$ cat config.mk
export PLATFORM = sky130hd
export DESIGN_NAME = circular_deque_with_key_search_flat
export DESIGN_NICKNAME = d
export VERILOG_FILES = /design/src/sv/cdq_pkg.sv /design/src/sv/cdq_if.sv /design/src/sv/circular_deque_with_key_search.sv /design/src/sv/cdq_cell.sv /design/src/sv/cdq_ctrl.sv /design/src/flat_wrapper.sv
export SDC_FILE = /design/constraint.sdc
export NUM_CORES = 2
export LEC_CHECK = 0
export BUFFER_PORTS_ARGS = -buffer_cell sky130_fd_sc_hd__buf_2
export CAP_MARGIN = 15
export CORE_AREA = 4 4 334 336
export DETAILED_ROUTE_END_ITERATION = 10
export DIE_AREA = 0 0 338 340
export PLACE_DENSITY = 0.76
export SLEW_MARGIN = 40
export SYNTH_ARGS = -nofsm -noshare
export SYNTH_HDL_FRONTEND = slang
export SYNTH_SLANG_ARGS = --single-unit
$ cat constraint.sdc
create_clock -name clk_i -period 29.2 [get_ports clk_i]
set_input_delay 5.84 -clock clk_i [delete_from_list [all_inputs] [get_ports clk_i]]
set_output_delay 5.84 -clock clk_i [all_outputs]
set_load 0.01 [all_outputs]
$ cat src/sv/cdq_pkg.sv
// Package for the circular deque with key search.
// Holds the sizes, operation and status codes, and the record and control types.
// No dependencies.
package cdq_pkg;

  localparam int unsigned DEPTH = 16;
  localparam int unsigned IDX_W = (DEPTH > 1) ? $clog2(DEPTH) : 1;
  localparam int unsigned CNT_W = $clog2(DEPTH + 1);
  localparam int unsigned FUNC_W = 4;
  localparam int unsigned KEY_W = 32;
  localparam int unsigned PAY_W = 32;
  localparam int unsigned POS_W = 5;
  localparam int unsigned STAT_W = 2;

  typedef enum logic [FUNC_W-1:0] {
    F_PUSH_BACK  = 4'd0,
    F_PUSH_FRONT = 4'd1,
    F_POP_FRONT  = 4'd2,
    F_POP_BACK   = 4'd3,
    F_FIND       = 4'd4,
    F_HOME       = 4'd5,
    F_RIGHT      = 4'd6,
    F_LEFT       = 4'd7,
    F_READ       = 4'd8
  } func_e;

  typedef enum logic [STAT_W-1:0] {
    ST_OK       = 2'd0,
    ST_EMPTY    = 2'd1,
    ST_FULL     = 2'd2,
    ST_NOTFOUND = 2'd3
  } status_e;

  typedef enum logic [1:0] {
    CELL_HOLD,
    CELL_SHL,
    CELL_SHR
  } cell_op_e;

  typedef enum logic {
    S_IDLE,
    S_ROTATE
  } state_e;

  typedef struct packed {
    logic [KEY_W-1:0] key;
    logic [PAY_W-1:0] payload;
  } rec_t;

  typedef struct packed {
    cell_op_e op;
    logic     feed_new;
  } cell_ctl_t;

  typedef struct packed {
    status_e          status;
    logic [KEY_W-1:0] out_key;
    logic [PAY_W-1:0] out_payload;
    logic [POS_W-1:0] position;
    logic [POS_W-1:0] count;
  } rsp_t;

endpackage

$ cat src/sv/cdq_if.sv
// Handshake interfaces for the request and response channels of the deque.
// Depends on cdq_pkg for the field widths.
interface cdq_req_if;
  logic                         valid;
  logic                         ready;
  logic [cdq_pkg::FUNC_W-1:0]   func;
  logic [cdq_pkg::KEY_W-1:0]    entry_key;
  logic [cdq_pkg::PAY_W-1:0]    entry_payload;

  modport source (output valid, func, entry_key, entry_payload, input ready);
  modport sink (input valid, func, entry_key, entry_payload, output ready);
endinterface

interface cdq_rsp_if;
  logic                         valid;
  logic                         ready;
  logic [cdq_pkg::STAT_W-1:0]   status;
  logic [cdq_pkg::KEY_W-1:0]    out_key;
  logic [cdq_pkg::PAY_W-1:0]    out_payload;
  logic [cdq_pkg::POS_W-1:0]    position;
  logic [cdq_pkg::POS_W-1:0]    count;

  modport source (output valid, status, out_key, out_payload, position, count, input ready);
  modport sink (input valid, status, out_key, out_payload, position, count, output ready);
endinterface

$ cat src/sv/circular_deque_with_key_search.sv
// Push back, pop back, find and cursor operations that are not refused rotate the chain
// for a full turn, and the next item waits until it is over; the others allow one item a
// cycle. Push front, push back, pop front, refused operations and unknown codes answer in
// the cycle after acceptance; pop back, find and cursor operations answer after the turn.
// A result left waiting holds back the next item. Reset (asynchronous, active low) clears
// count, cursor and sequencer at once; record cells are not cleared, with no clearing pass.
//
// Depends on cdq_pkg, cdq_if, cdq_cell and cdq_ctrl.
module circular_deque_with_key_search (
  input  logic       clk_i,
  input  logic       rst_ni,
  cdq_req_if.sink    req_i,
  cdq_rsp_if.source  rsp_o
);

  localparam int unsigned DEPTH = cdq_pkg::DEPTH;

  // The records live in a row of cells, cell 0 always holding the head of the
  // deque and cell k the entry at offset k from the head. Pushing at the front
  // shifts every cell one place to the right; popping from the front shifts
  // them left. Everything that needs an entry deep in the deque rotates the row
  // left for a full turn, so that every entry passes cell 0 in order and the
  // row ends where it started. During that turn a push at the back swaps its
  // new record in for the free slot as it goes past.
  cdq_pkg::rec_t      cell_rec [DEPTH];
  cdq_pkg::rec_t      ins_rec;
  cdq_pkg::rec_t      feedback;
  cdq_pkg::cell_ctl_t cell_ctl;
  cdq_pkg::rsp_t      rsp;
  logic               rsp_valid;

  cdq_ctrl u_ctrl (
    .clk_i       (clk_i),
    .rst_ni      (rst_ni),
    .req_valid_i (req_i.valid),
    .req_ready_o (req_i.ready),
    .func_i      (req_i.func),
    .key_i       (req_i.entry_key),
    .payload_i   (req_i.entry_payload),
    .rsp_ready_i (rsp_o.ready),
    .rsp_valid_o (rsp_valid),
    .rsp_o       (rsp),
    .head_i      (cell_rec[0]),
    .cell_ctl_o  (cell_ctl),
    .ins_rec_o   (ins_rec)
  );

  // The record that re-enters the far end of the row during a rotation.
  assign feedback = cell_ctl.feed_new ? ins_rec : cell_rec[0];

  for (genvar i = 0; i < DEPTH; i++) begin : g_cell
    cdq_pkg::rec_t left_rec;
    cdq_pkg::rec_t right_rec;

    if (i == 0) begin : g_first
      assign left_rec = ins_rec;
    end else begin : g_mid_left
      assign left_rec = cell_rec[i-1];
    end

    if (i == DEPTH - 1) begin : g_last
      assign right_rec = feedback;
    end else begin : g_mid_right
      assign right_rec = cell_rec[i+1];
    end

    cdq_cell u_cell (
      .clk_i   (clk_i),
      .ctl_i   (cell_ctl),
      .left_i  (left_rec),
      .right_i (right_rec),
      .rec_o   (cell_rec[i])
    );
  end

  // The result register sits in the sequencer. A new item is only taken once
  // the result before it has been accepted, or is being accepted in that cycle.
  assign rsp_o.valid       = rsp_valid;
  assign rsp_o.status      = rsp.status;
  assign rsp_o.out_key     = rsp.out_key;
  assign rsp_o.out_payload = rsp.out_payload;
  assign rsp_o.position    = rsp.position;
  assign rsp_o.count       = rsp.count;

endmodule

$ cat src/sv/cdq_cell.sv
// One storage cell of the deque chain: a record register that holds, or loads
// from its left or right neighbour. Depends on cdq_pkg.
module cdq_cell (
  input  logic               clk_i,
  input  cdq_pkg::cell_ctl_t ctl_i,
  input  cdq_pkg::rec_t      left_i,
  input  cdq_pkg::rec_t      right_i,
  output cdq_pkg::rec_t      rec_o
);

  cdq_pkg::rec_t rec_q, rec_d;

  always_comb begin
    unique case (ctl_i.op)
      cdq_pkg::CELL_SHL: rec_d = right_i;
      cdq_pkg::CELL_SHR: rec_d = left_i;
      default:           rec_d = rec_q;
    endcase
  end

  // Record contents carry no reset; only live entries are ever reported.
  always_ff @(posedge clk_i) begin
    rec_q <= rec_d;
  end

  assign rec_o = rec_q;

endmodule

$ cat src/sv/cdq_ctrl.sv
// Sequencer of the deque: count, cursor, rotation step and the result register.
// Drives the cell chain and watches the head cell. Depends on cdq_pkg.
module cdq_ctrl (
  input  logic                         clk_i,
  input  logic                         rst_ni,
  input  logic                         req_valid_i,
  output logic                         req_ready_o,
  input  logic [cdq_pkg::FUNC_W-1:0]   func_i,
  input  logic [cdq_pkg::KEY_W-1:0]    key_i,
  input  logic [cdq_pkg::PAY_W-1:0]    payload_i,
  input  logic                         rsp_ready_i,
  output logic                         rsp_valid_o,
  output cdq_pkg::rsp_t                rsp_o,
  input  cdq_pkg::rec_t                head_i,
  output cdq_pkg::cell_ctl_t           cell_ctl_o,
  output cdq_pkg::rec_t                ins_rec_o
);

  localparam int unsigned IDX_W = cdq_pkg::IDX_W;
  localparam int unsigned CNT_W = cdq_pkg::CNT_W;
  localparam int unsigned POS_W = cdq_pkg::POS_W;

  cdq_pkg::state_e               state_q, state_d;
  logic [CNT_W-1:0]              count_q, count_d;
  logic [IDX_W-1:0]              cursor_q, cursor_d;
  logic [IDX_W-1:0]              step_q, step_d;
  logic [IDX_W-1:0]              tgt_q, tgt_d;
  cdq_pkg::func_e                func_q, func_d;
  logic [cdq_pkg::KEY_W-1:0]     key_q, key_d;
  logic [cdq_pkg::PAY_W-1:0]     pay_q, pay_d;
  cdq_pkg::rec_t                 cap_q, cap_d;
  logic [CNT_W-1:0]              cap_pos_q, cap_pos_d;
  logic                          found_q, found_d;
  logic                          rsp_valid_q, rsp_valid_d;
  cdq_pkg::rsp_t                 rsp_q, rsp_d;

  cdq_pkg::func_e                func_in;
  logic                          accept;
  logic                          full;
  logic                          empty;
  logic                          hit;
  logic                          last_step;
  logic [IDX_W-1:0]              new_cursor;
  logic [CNT_W-1:0]              step_pos;

  assign func_in   = cdq_pkg::func_e'(func_i);
  assign full      = (count_q == CNT_W'(cdq_pkg::DEPTH));
  assign empty     = (count_q == '0);
  assign last_step = (step_q == IDX_W'(cdq_pkg::DEPTH - 1));
  assign step_pos  = CNT_W'(step_q) + CNT_W'(1);

  assign req_ready_o = (state_q == cdq_pkg::S_IDLE) && (!rsp_valid_q || rsp_ready_i);
  assign accept      = req_valid_i && req_ready_o;

  // A find hits on the first live entry whose key matches; the other rotating
  // operations hit on their target offset.
  always_comb begin
    if (func_q == cdq_pkg::F_FIND) begin
      hit = !found_q && (CNT_W'(step_q) < count_q) && (head_i.key == key_q);
    end else begin
      hit = (step_q == tgt_q);
    end
  end

  always_comb begin
    unique case (func_in)
      cdq_pkg::F_HOME:  new_cursor = '0;
      cdq_pkg::F_RIGHT: begin
        new_cursor = (CNT_W'(cursor_q) + CNT_W'(1) == count_q) ? '0 : cursor_q + IDX_W'(1);
      end
      cdq_pkg::F_LEFT: begin
        new_cursor = (cursor_q == '0) ? IDX_W'(count_q - CNT_W'(1)) : cursor_q - IDX_W'(1);
      end
      default:          new_cursor = (CNT_W'(cursor_q) >= count_q) ? '0 : cursor_q;
    endcase
  end

  always_comb begin
    state_d     = state_q;
    count_d     = count_q;
    cursor_d    = cursor_q;
    step_d      = step_q;
    tgt_d       = tgt_q;
    func_d      = func_q;
    key_d       = key_q;
    pay_d       = pay_q;
    cap_d       = cap_q;
    cap_pos_d   = cap_pos_q;
    found_d     = found_q;
    rsp_valid_d = rsp_valid_q && !rsp_ready_i;
    rsp_d       = rsp_q;
    cell_ctl_o  = '{op: cdq_pkg::CELL_HOLD, feed_new: 1'b0};
    ins_rec_o   = (state_q == cdq_pkg::S_IDLE)
                ? cdq_pkg::rec_t'{key: key_i, payload: payload_i}
                : cdq_pkg::rec_t'{key: key_q, payload: pay_q};

    unique case (state_q)
      cdq_pkg::S_IDLE: begin
        if (accept) begin
          func_d  = func_in;
          key_d   = key_i;
          pay_d   = payload_i;
          step_d  = '0;
          found_d = 1'b0;
          rsp_valid_d = 1'b1;
          rsp_d   = '{status: cdq_pkg::ST_OK, out_key: '0, out_payload: '0,
                      position: '0, count: POS_W'(count_q)};
          unique case (func_in)
            cdq_pkg::F_PUSH_BACK, cdq_pkg::F_PUSH_FRONT: begin
              cursor_d = '0;
              if (full) begin
                rsp_d.status = cdq_pkg::ST_FULL;
              end else begin
                count_d           = count_q + CNT_W'(1);
                rsp_d.out_key     = key_i;
                rsp_d.out_payload = payload_i;
                rsp_d.count       = POS_W'(count_q + CNT_W'(1));
                if (func_in == cdq_pkg::F_PUSH_FRONT) begin
                  rsp_d.position = POS_W'(1);
                  cell_ctl_o.op  = cdq_pkg::CELL_SHR;
                end else begin
                  rsp_d.position = POS_W'(count_q + CNT_W'(1));
                  tgt_d          = IDX_W'(count_q);
                  state_d        = cdq_pkg::S_ROTATE;
                end
              end
            end
            cdq_pkg::F_POP_FRONT, cdq_pkg::F_POP_BACK: begin
              cursor_d = '0;
              if (empty) begin
                rsp_d.status = cdq_pkg::ST_EMPTY;
              end else begin
                count_d = count_q - CNT_W'(1);
                if (func_in == cdq_pkg::F_POP_FRONT) begin
                  rsp_d.out_key     = head_i.key;
                  rsp_d.out_payload = head_i.payload;
                  rsp_d.position    = POS_W'(1);
                  rsp_d.count       = POS_W'(count_q - CNT_W'(1));
                  cell_ctl_o.op     = cdq_pkg::CELL_SHL;
                end else begin
                  tgt_d       = IDX_W'(count_q - CNT_W'(1));
                  state_d     = cdq_pkg::S_ROTATE;
                  rsp_valid_d = 1'b0;
                end
              end
            end
            cdq_pkg::F_FIND, cdq_pkg::F_HOME, cdq_pkg::F_RIGHT, cdq_pkg::F_LEFT,
            cdq_pkg::F_READ: begin
              if (empty) begin
                rsp_d.status = cdq_pkg::ST_EMPTY;
              end else begin
                if (func_in != cdq_pkg::F_FIND) begin
                  cursor_d = new_cursor;
                  tgt_d    = new_cursor;
                end
                state_d     = cdq_pkg::S_ROTATE;
                rsp_valid_d = 1'b0;
              end
            end
            default: begin
            end
          endcase
        end
      end

      cdq_pkg::S_ROTATE: begin
        cell_ctl_o.op       = cdq_pkg::CELL_SHL;
        cell_ctl_o.feed_new = (func_q == cdq_pkg::F_PUSH_BACK) && (step_q == tgt_q);
        step_d              = step_q + IDX_W'(1);
        if (hit && (func_q != cdq_pkg::F_PUSH_BACK)) begin
          cap_d     = head_i;
          cap_pos_d = step_pos;
          found_d   = 1'b1;
        end
        if (last_step) begin
          state_d = cdq_pkg::S_IDLE;
          if (func_q != cdq_pkg::F_PUSH_BACK) begin
            rsp_valid_d = 1'b1;
            rsp_d = '{status: cdq_pkg::ST_NOTFOUND, out_key: '0, out_payload: '0,
                      position: '0, count: POS_W'(count_q)};
            if (hit) begin
              rsp_d.status      = cdq_pkg::ST_OK;
              rsp_d.out_key     = head_i.key;
              rsp_d.out_payload = head_i.payload;
              rsp_d.position    = POS_W'(step_pos);
            end else if (found_q) begin
              rsp_d.status      = cdq_pkg::ST_OK;
              rsp_d.out_key     = cap_q.key;
              rsp_d.out_payload = cap_q.payload;
              rsp_d.position    = POS_W'(cap_pos_q);
            end
          end
        end
      end

      default: begin
        state_d = cdq_pkg::S_IDLE;
      end
    endcase
  end

  always_ff @(posedge clk_i or negedge rst_ni) begin
    if (!rst_ni) begin
      state_q     <= cdq_pkg::S_IDLE;
      count_q     <= '0;
      cursor_q    <= '0;
      step_q      <= '0;
      tgt_q       <= '0;
      func_q      <= cdq_pkg::F_PUSH_BACK;
      found_q     <= 1'b0;
      rsp_valid_q <= 1'b0;
    end else begin
      state_q     <= state_d;
      count_q     <= count_d;
      cursor_q    <= cursor_d;
      step_q      <= step_d;
      tgt_q       <= tgt_d;
      func_q      <= func_d;
      found_q     <= found_d;
      rsp_valid_q <= rsp_valid_d;
    end
  end

  always_ff @(posedge clk_i) begin
    key_q     <= key_d;
    pay_q     <= pay_d;
    cap_q     <= cap_d;
    cap_pos_q <= cap_pos_d;
    rsp_q     <= rsp_d;
  end

  assign rsp_valid_o = rsp_valid_q;
  assign rsp_o       = rsp_q;

endmodule

$ cat src/flat_wrapper.sv
// flat-port wrapper written by rule: the top's interface ports become plain ports
module circular_deque_with_key_search_flat 
  (clk_i, rst_ni, req_i_valid, req_i_func, req_i_entry_key, req_i_entry_payload, req_i_ready, rsp_o_valid, rsp_o_status, rsp_o_out_key, rsp_o_out_payload, rsp_o_position, rsp_o_count, rsp_o_ready);
  cdq_req_if req_i_i ();
  cdq_rsp_if rsp_o_i ();
  input  logic clk_i;
  input  logic rst_ni;
  input wire logic [$bits(req_i_i.valid)-1:0] req_i_valid;
  input wire logic [$bits(req_i_i.func)-1:0] req_i_func;
  input wire logic [$bits(req_i_i.entry_key)-1:0] req_i_entry_key;
  input wire logic [$bits(req_i_i.entry_payload)-1:0] req_i_entry_payload;
  output wire logic [$bits(req_i_i.ready)-1:0] req_i_ready;
  output wire logic [$bits(rsp_o_i.valid)-1:0] rsp_o_valid;
  output wire logic [$bits(rsp_o_i.status)-1:0] rsp_o_status;
  output wire logic [$bits(rsp_o_i.out_key)-1:0] rsp_o_out_key;
  output wire logic [$bits(rsp_o_i.out_payload)-1:0] rsp_o_out_payload;
  output wire logic [$bits(rsp_o_i.position)-1:0] rsp_o_position;
  output wire logic [$bits(rsp_o_i.count)-1:0] rsp_o_count;
  input wire logic [$bits(rsp_o_i.ready)-1:0] rsp_o_ready;
  assign req_i_i.valid = req_i_valid;
  assign req_i_i.func = req_i_func;
  assign req_i_i.entry_key = req_i_entry_key;
  assign req_i_i.entry_payload = req_i_entry_payload;
  assign req_i_ready = req_i_i.ready;
  assign rsp_o_valid = rsp_o_i.valid;
  assign rsp_o_status = rsp_o_i.status;
  assign rsp_o_out_key = rsp_o_i.out_key;
  assign rsp_o_out_payload = rsp_o_i.out_payload;
  assign rsp_o_position = rsp_o_i.position;
  assign rsp_o_count = rsp_o_i.count;
  assign rsp_o_i.ready = rsp_o_ready;
  circular_deque_with_key_search u_core (.clk_i(clk_i), .rst_ni(rst_ni), .req_i(req_i_i), .rsp_o(rsp_o_i));
endmodule
==> reports/qor.txt <==
Residual DRC count = 0
Initial standard-cell utilization of the core = 49.82%
Synthesized Nets = 3325
Final worst-path cycle share = 41.36%
Highest-count cells in the layout ignoring fill and taps = sky130_fd_sc_hd__edfxtp_1, sky130_fd_sc_hd__mux2_2, sky130_fd_sc_hd__nand2_1, sky130_fd_sc_hd__buf_2, sky130_fd_sc_hd__clkbuf_16
Number of iterations in the first detailed-routing pass = 7
Post-cts resize count = 0
Fraction of layout instances using a drive strength above 1 = 37.18%
DR vias/cell = 5.644
Setup repair after global routing missed its margin = false
Count of H-tree levels built during CTS = 4
Signal arrival time at the worst endpoint = 6.24 ns
Total number of placement rows = 121
Critical path endpoint category = output pin
Final period demand of the worst path = 12.08 ns
Total track usage = 17.09%
Setup fix buffers added after clock tree synthesis = 0
P&R area growth vs syn = 12.09%
Number of clock sinks = 1257
Setup-violating endpoint count in the final report = 0
Clock input transition at the sequential cells of the worst setup and hold paths = 0.06 ns
Synth cell types = 71
Post-cts hold buffer count = 0
Peak supply drop = 0.00008586 V
Fillers = 8285
Number of flops mapped to enable cells by yosys = 1233
Required arrival time at the worst endpoint = 23.36 ns
Final weighted congestion of routability-driven global placement = 0.8316
Avg WL per Cell = 20.35 um
Largest fanout of any net on the critical path = 2
Die extent in y = 340 um
Number of warnings printed during yosys synthesis = 0
Total via count in the routed design = 27595
Cts bufs inserted = 132
Static Leakage = 21.11 nW
Global-route wire length before repair = 156900 um
Post-detail-place hpwl = 57370 um
Yosys reg bits = 1257
Top-Level Pins = 150
Biggest area consumer among synthesized cells = sky130_fd_sc_hd__edfxtp_1
Final Hold Violating Endpoints = 0
Type of origin of the critical path = primary input
Multi-input gate area = 0.01560 mm2
Post-route setup TNS = 0 ns
Total Power Consumption = 6.754 mW
Largest net degree at the start of global routing = 128
Die Span X = 338 um
Flip-flop cell with the highest count after synthesis = sky130_fd_sc_hd__edfxtp_1
Maximum capacitance violations = 0
TritonCTS clock tree = built
Number of buffer cells added on primary ports = 149
DRT iter0 DRCs = 2470
Synth top area share = 68.46%
Cell area after technology mapping = 0.05408 mm2
Residual antenna-violating net count after detailed routing = 0
Number of antenna violations at the first check in global routing = 7
Overflow left after global routing = 0
Total Die Area = 0.1149 mm2
Result of the run = finished clean
Post-Syn Area per Cell = 16.69 um2
Clk root buf = sky130_fd_sc_hd__clkbuf_16
Via count of the first global-routing pass = 27835
Top cells by area in the synthesized netlist = sky130_fd_sc_hd__edfxtp_1, sky130_fd_sc_hd__mux2_2, sky130_fd_sc_hd__mux2i_1
Instance count of the mapped netlist = 3240
Worst hold slack after final layout = 0.5063 ns
Layout net count = 3454
Worst Tran Pin Value = 0.8308 ns
Async set-or-reset flop fraction in the synthesized netlist = 1.909%
R2r setup slk = 22.52 ns
Sequential standard cell area = 0.03763 mm2
Relative slew slack = 44.61%
Clock network latency to the later pin of the worst-skew pair = 0.72 ns
Overall routed net length = 99470 um
Max Freq = 82.80 MHz
Commonest non-fill, non-tap cell in the layout = sky130_fd_sc_hd__edfxtp_1
Clock skew = 0.02714 ns
Maximum root-to-sink buffer count = 3
Total power divided by cell area = 111.4 mW/mm2
WS Path Type = primary input to output pin
Register area share after synthesis = 69.57%
Core outline area = 0.1086 mm2
Max Transition Viols Final = 0
Worst min-delay path class = flop to flop
-- kinds of logic (layout without fill, tap and decap cells) --
family	after synthesis	in the layout	share of synthesized area (%)
XOR/XNOR	50	50	0.8352
flip-flops	1257	1257	69.57
other	0	3	0
AND/OR/NAND/NOR	409	409	3.611
buffers and inverters	209	441	1.735
AO/OA/AOI/OAI	338	338	4.030
adder cells (fa/ha/maj)	13	13	0.3008
multiplexers	964	964	19.92
-- path summary, 6_finish.rpt --
path | startpoint | end | cells after the start
worst max register to register | u_core.u_ctrl.count_q[0] | u_core.g_cell[6].u_cell.rec_o[7] | 14
worst max-delay path | rsp_o_ready | req_i_ready | 4
min in group asynchronous | rst_ni | u_core.u_ctrl.rsp_valid_o | 1
worst min-delay path | u_core.g_cell[0].u_cell.rec_o[18] | u_core.u_ctrl.cap_q[18] | 0
worst min register to register | u_core.g_cell[0].u_cell.rec_o[18] | u_core.u_ctrl.cap_q[18] | 0
max in group asynchronous | rst_ni | u_core.u_ctrl.state_q | 1
-- cell usage after synthesis, types with 13 or more instances --
| cell | number |
|---|---|
| sky130_fd_sc_hd__inv_1 | 14 |
| sky130_fd_sc_hd__a221o_1 | 64 |
| sky130_fd_sc_hd__ha_1 | 13 |
| sky130_fd_sc_hd__edfxtp_1 | 1233 |
| sky130_fd_sc_hd__and3_1 | 66 |
| sky130_fd_sc_hd__nor2_1 | 99 |
| sky130_fd_sc_hd__mux2_2 | 897 |
| sky130_fd_sc_hd__o21ai_1 | 16 |
| sky130_fd_sc_hd__nand2_1 | 172 |
| sky130_fd_sc_hd__a21oi_1 | 76 |
| sky130_fd_sc_hd__dfrtp_1 | 24 |
| sky130_fd_sc_hd__mux2i_1 | 67 |
| sky130_fd_sc_hd__o21ai_0 | 132 |
| sky130_fd_sc_hd__buf_2 | 66 |
| sky130_fd_sc_hd__clkbuf_1 | 108 |
| sky130_fd_sc_hd__xnor2_1 | 41 |
-- cell type report --
cell class,instances,area share (%)
clock inverters,59,1.084
flip-flops and latches,1257,62.07
inverters,16,0.1094
clock buffers,178,5.874
repair buffers,188,2.204
diodes,3,0.01238
well taps,1414,2.918
multi-input cells,1774,25.73
-- flip-flops by register name, summed over array words and instances, names as in the netlist --
register,cells
u_core.u_ctrl.found_q,1
u_core.u_ctrl.pay_q,32
u_core.u_ctrl.step_q,4
u_core.u_ctrl.func_q,4
u_core.u_ctrl.rsp_valid_o,1
u_core.u_ctrl.state_q,1
u_core.u_ctrl.cap_q,64
u_core.u_ctrl.key_q,32
u_core.u_ctrl.count_q,5
u_core.u_ctrl.rsp_o,76
u_core.u_ctrl.tgt_q,4
u_core.g_cell.u_cell.rec_o,1024
u_core.u_ctrl.cursor_q,4
u_core.u_ctrl.cap_pos_q,5
-- per-stage QoR --
step	instance area, um2	setup WS, ns	utilization, %	instances
2_1_floorplan	54090	4.512	-	3240
3_3_place_gp	56050	16.85	51.64	4638
3_5_place_dp	56340	17.11	51.91	4647
4_1_cts	60560	17.12	55.79	4884
5_1_grt	60620	17.11	55.84	4887
6_report	60620	17.12	55.85	4889
-- where the power goes --
| group | internal [mW] | switching (mW) |
|---|---|---|
| Clock | 0.966 | 0.676 |
| Sequential | 3.25 | 0.473 |
| Combinational | 0.673 | 0.716 |
-- metal layers --
metal	routed length [um]	track usage, %	vias up
met4	2151	5.035	6
li1	-	-	12904
met2	45720	26.49	661
met3	5641	3.758	153
met5	33	0	-
met1	45920	24.40	13871
-- worst max-delay path, stage by stage --
cell                      delay (ns)
sky130_fd_sc_hd__buf_2          0.10
sky130_fd_sc_hd__nor2b_1        0.10
sky130_fd_sc_hd__nor2_1         0.04
sky130_fd_sc_hd__buf_2          0.16
Note: power is estimated with default switching activity, not from simulation.
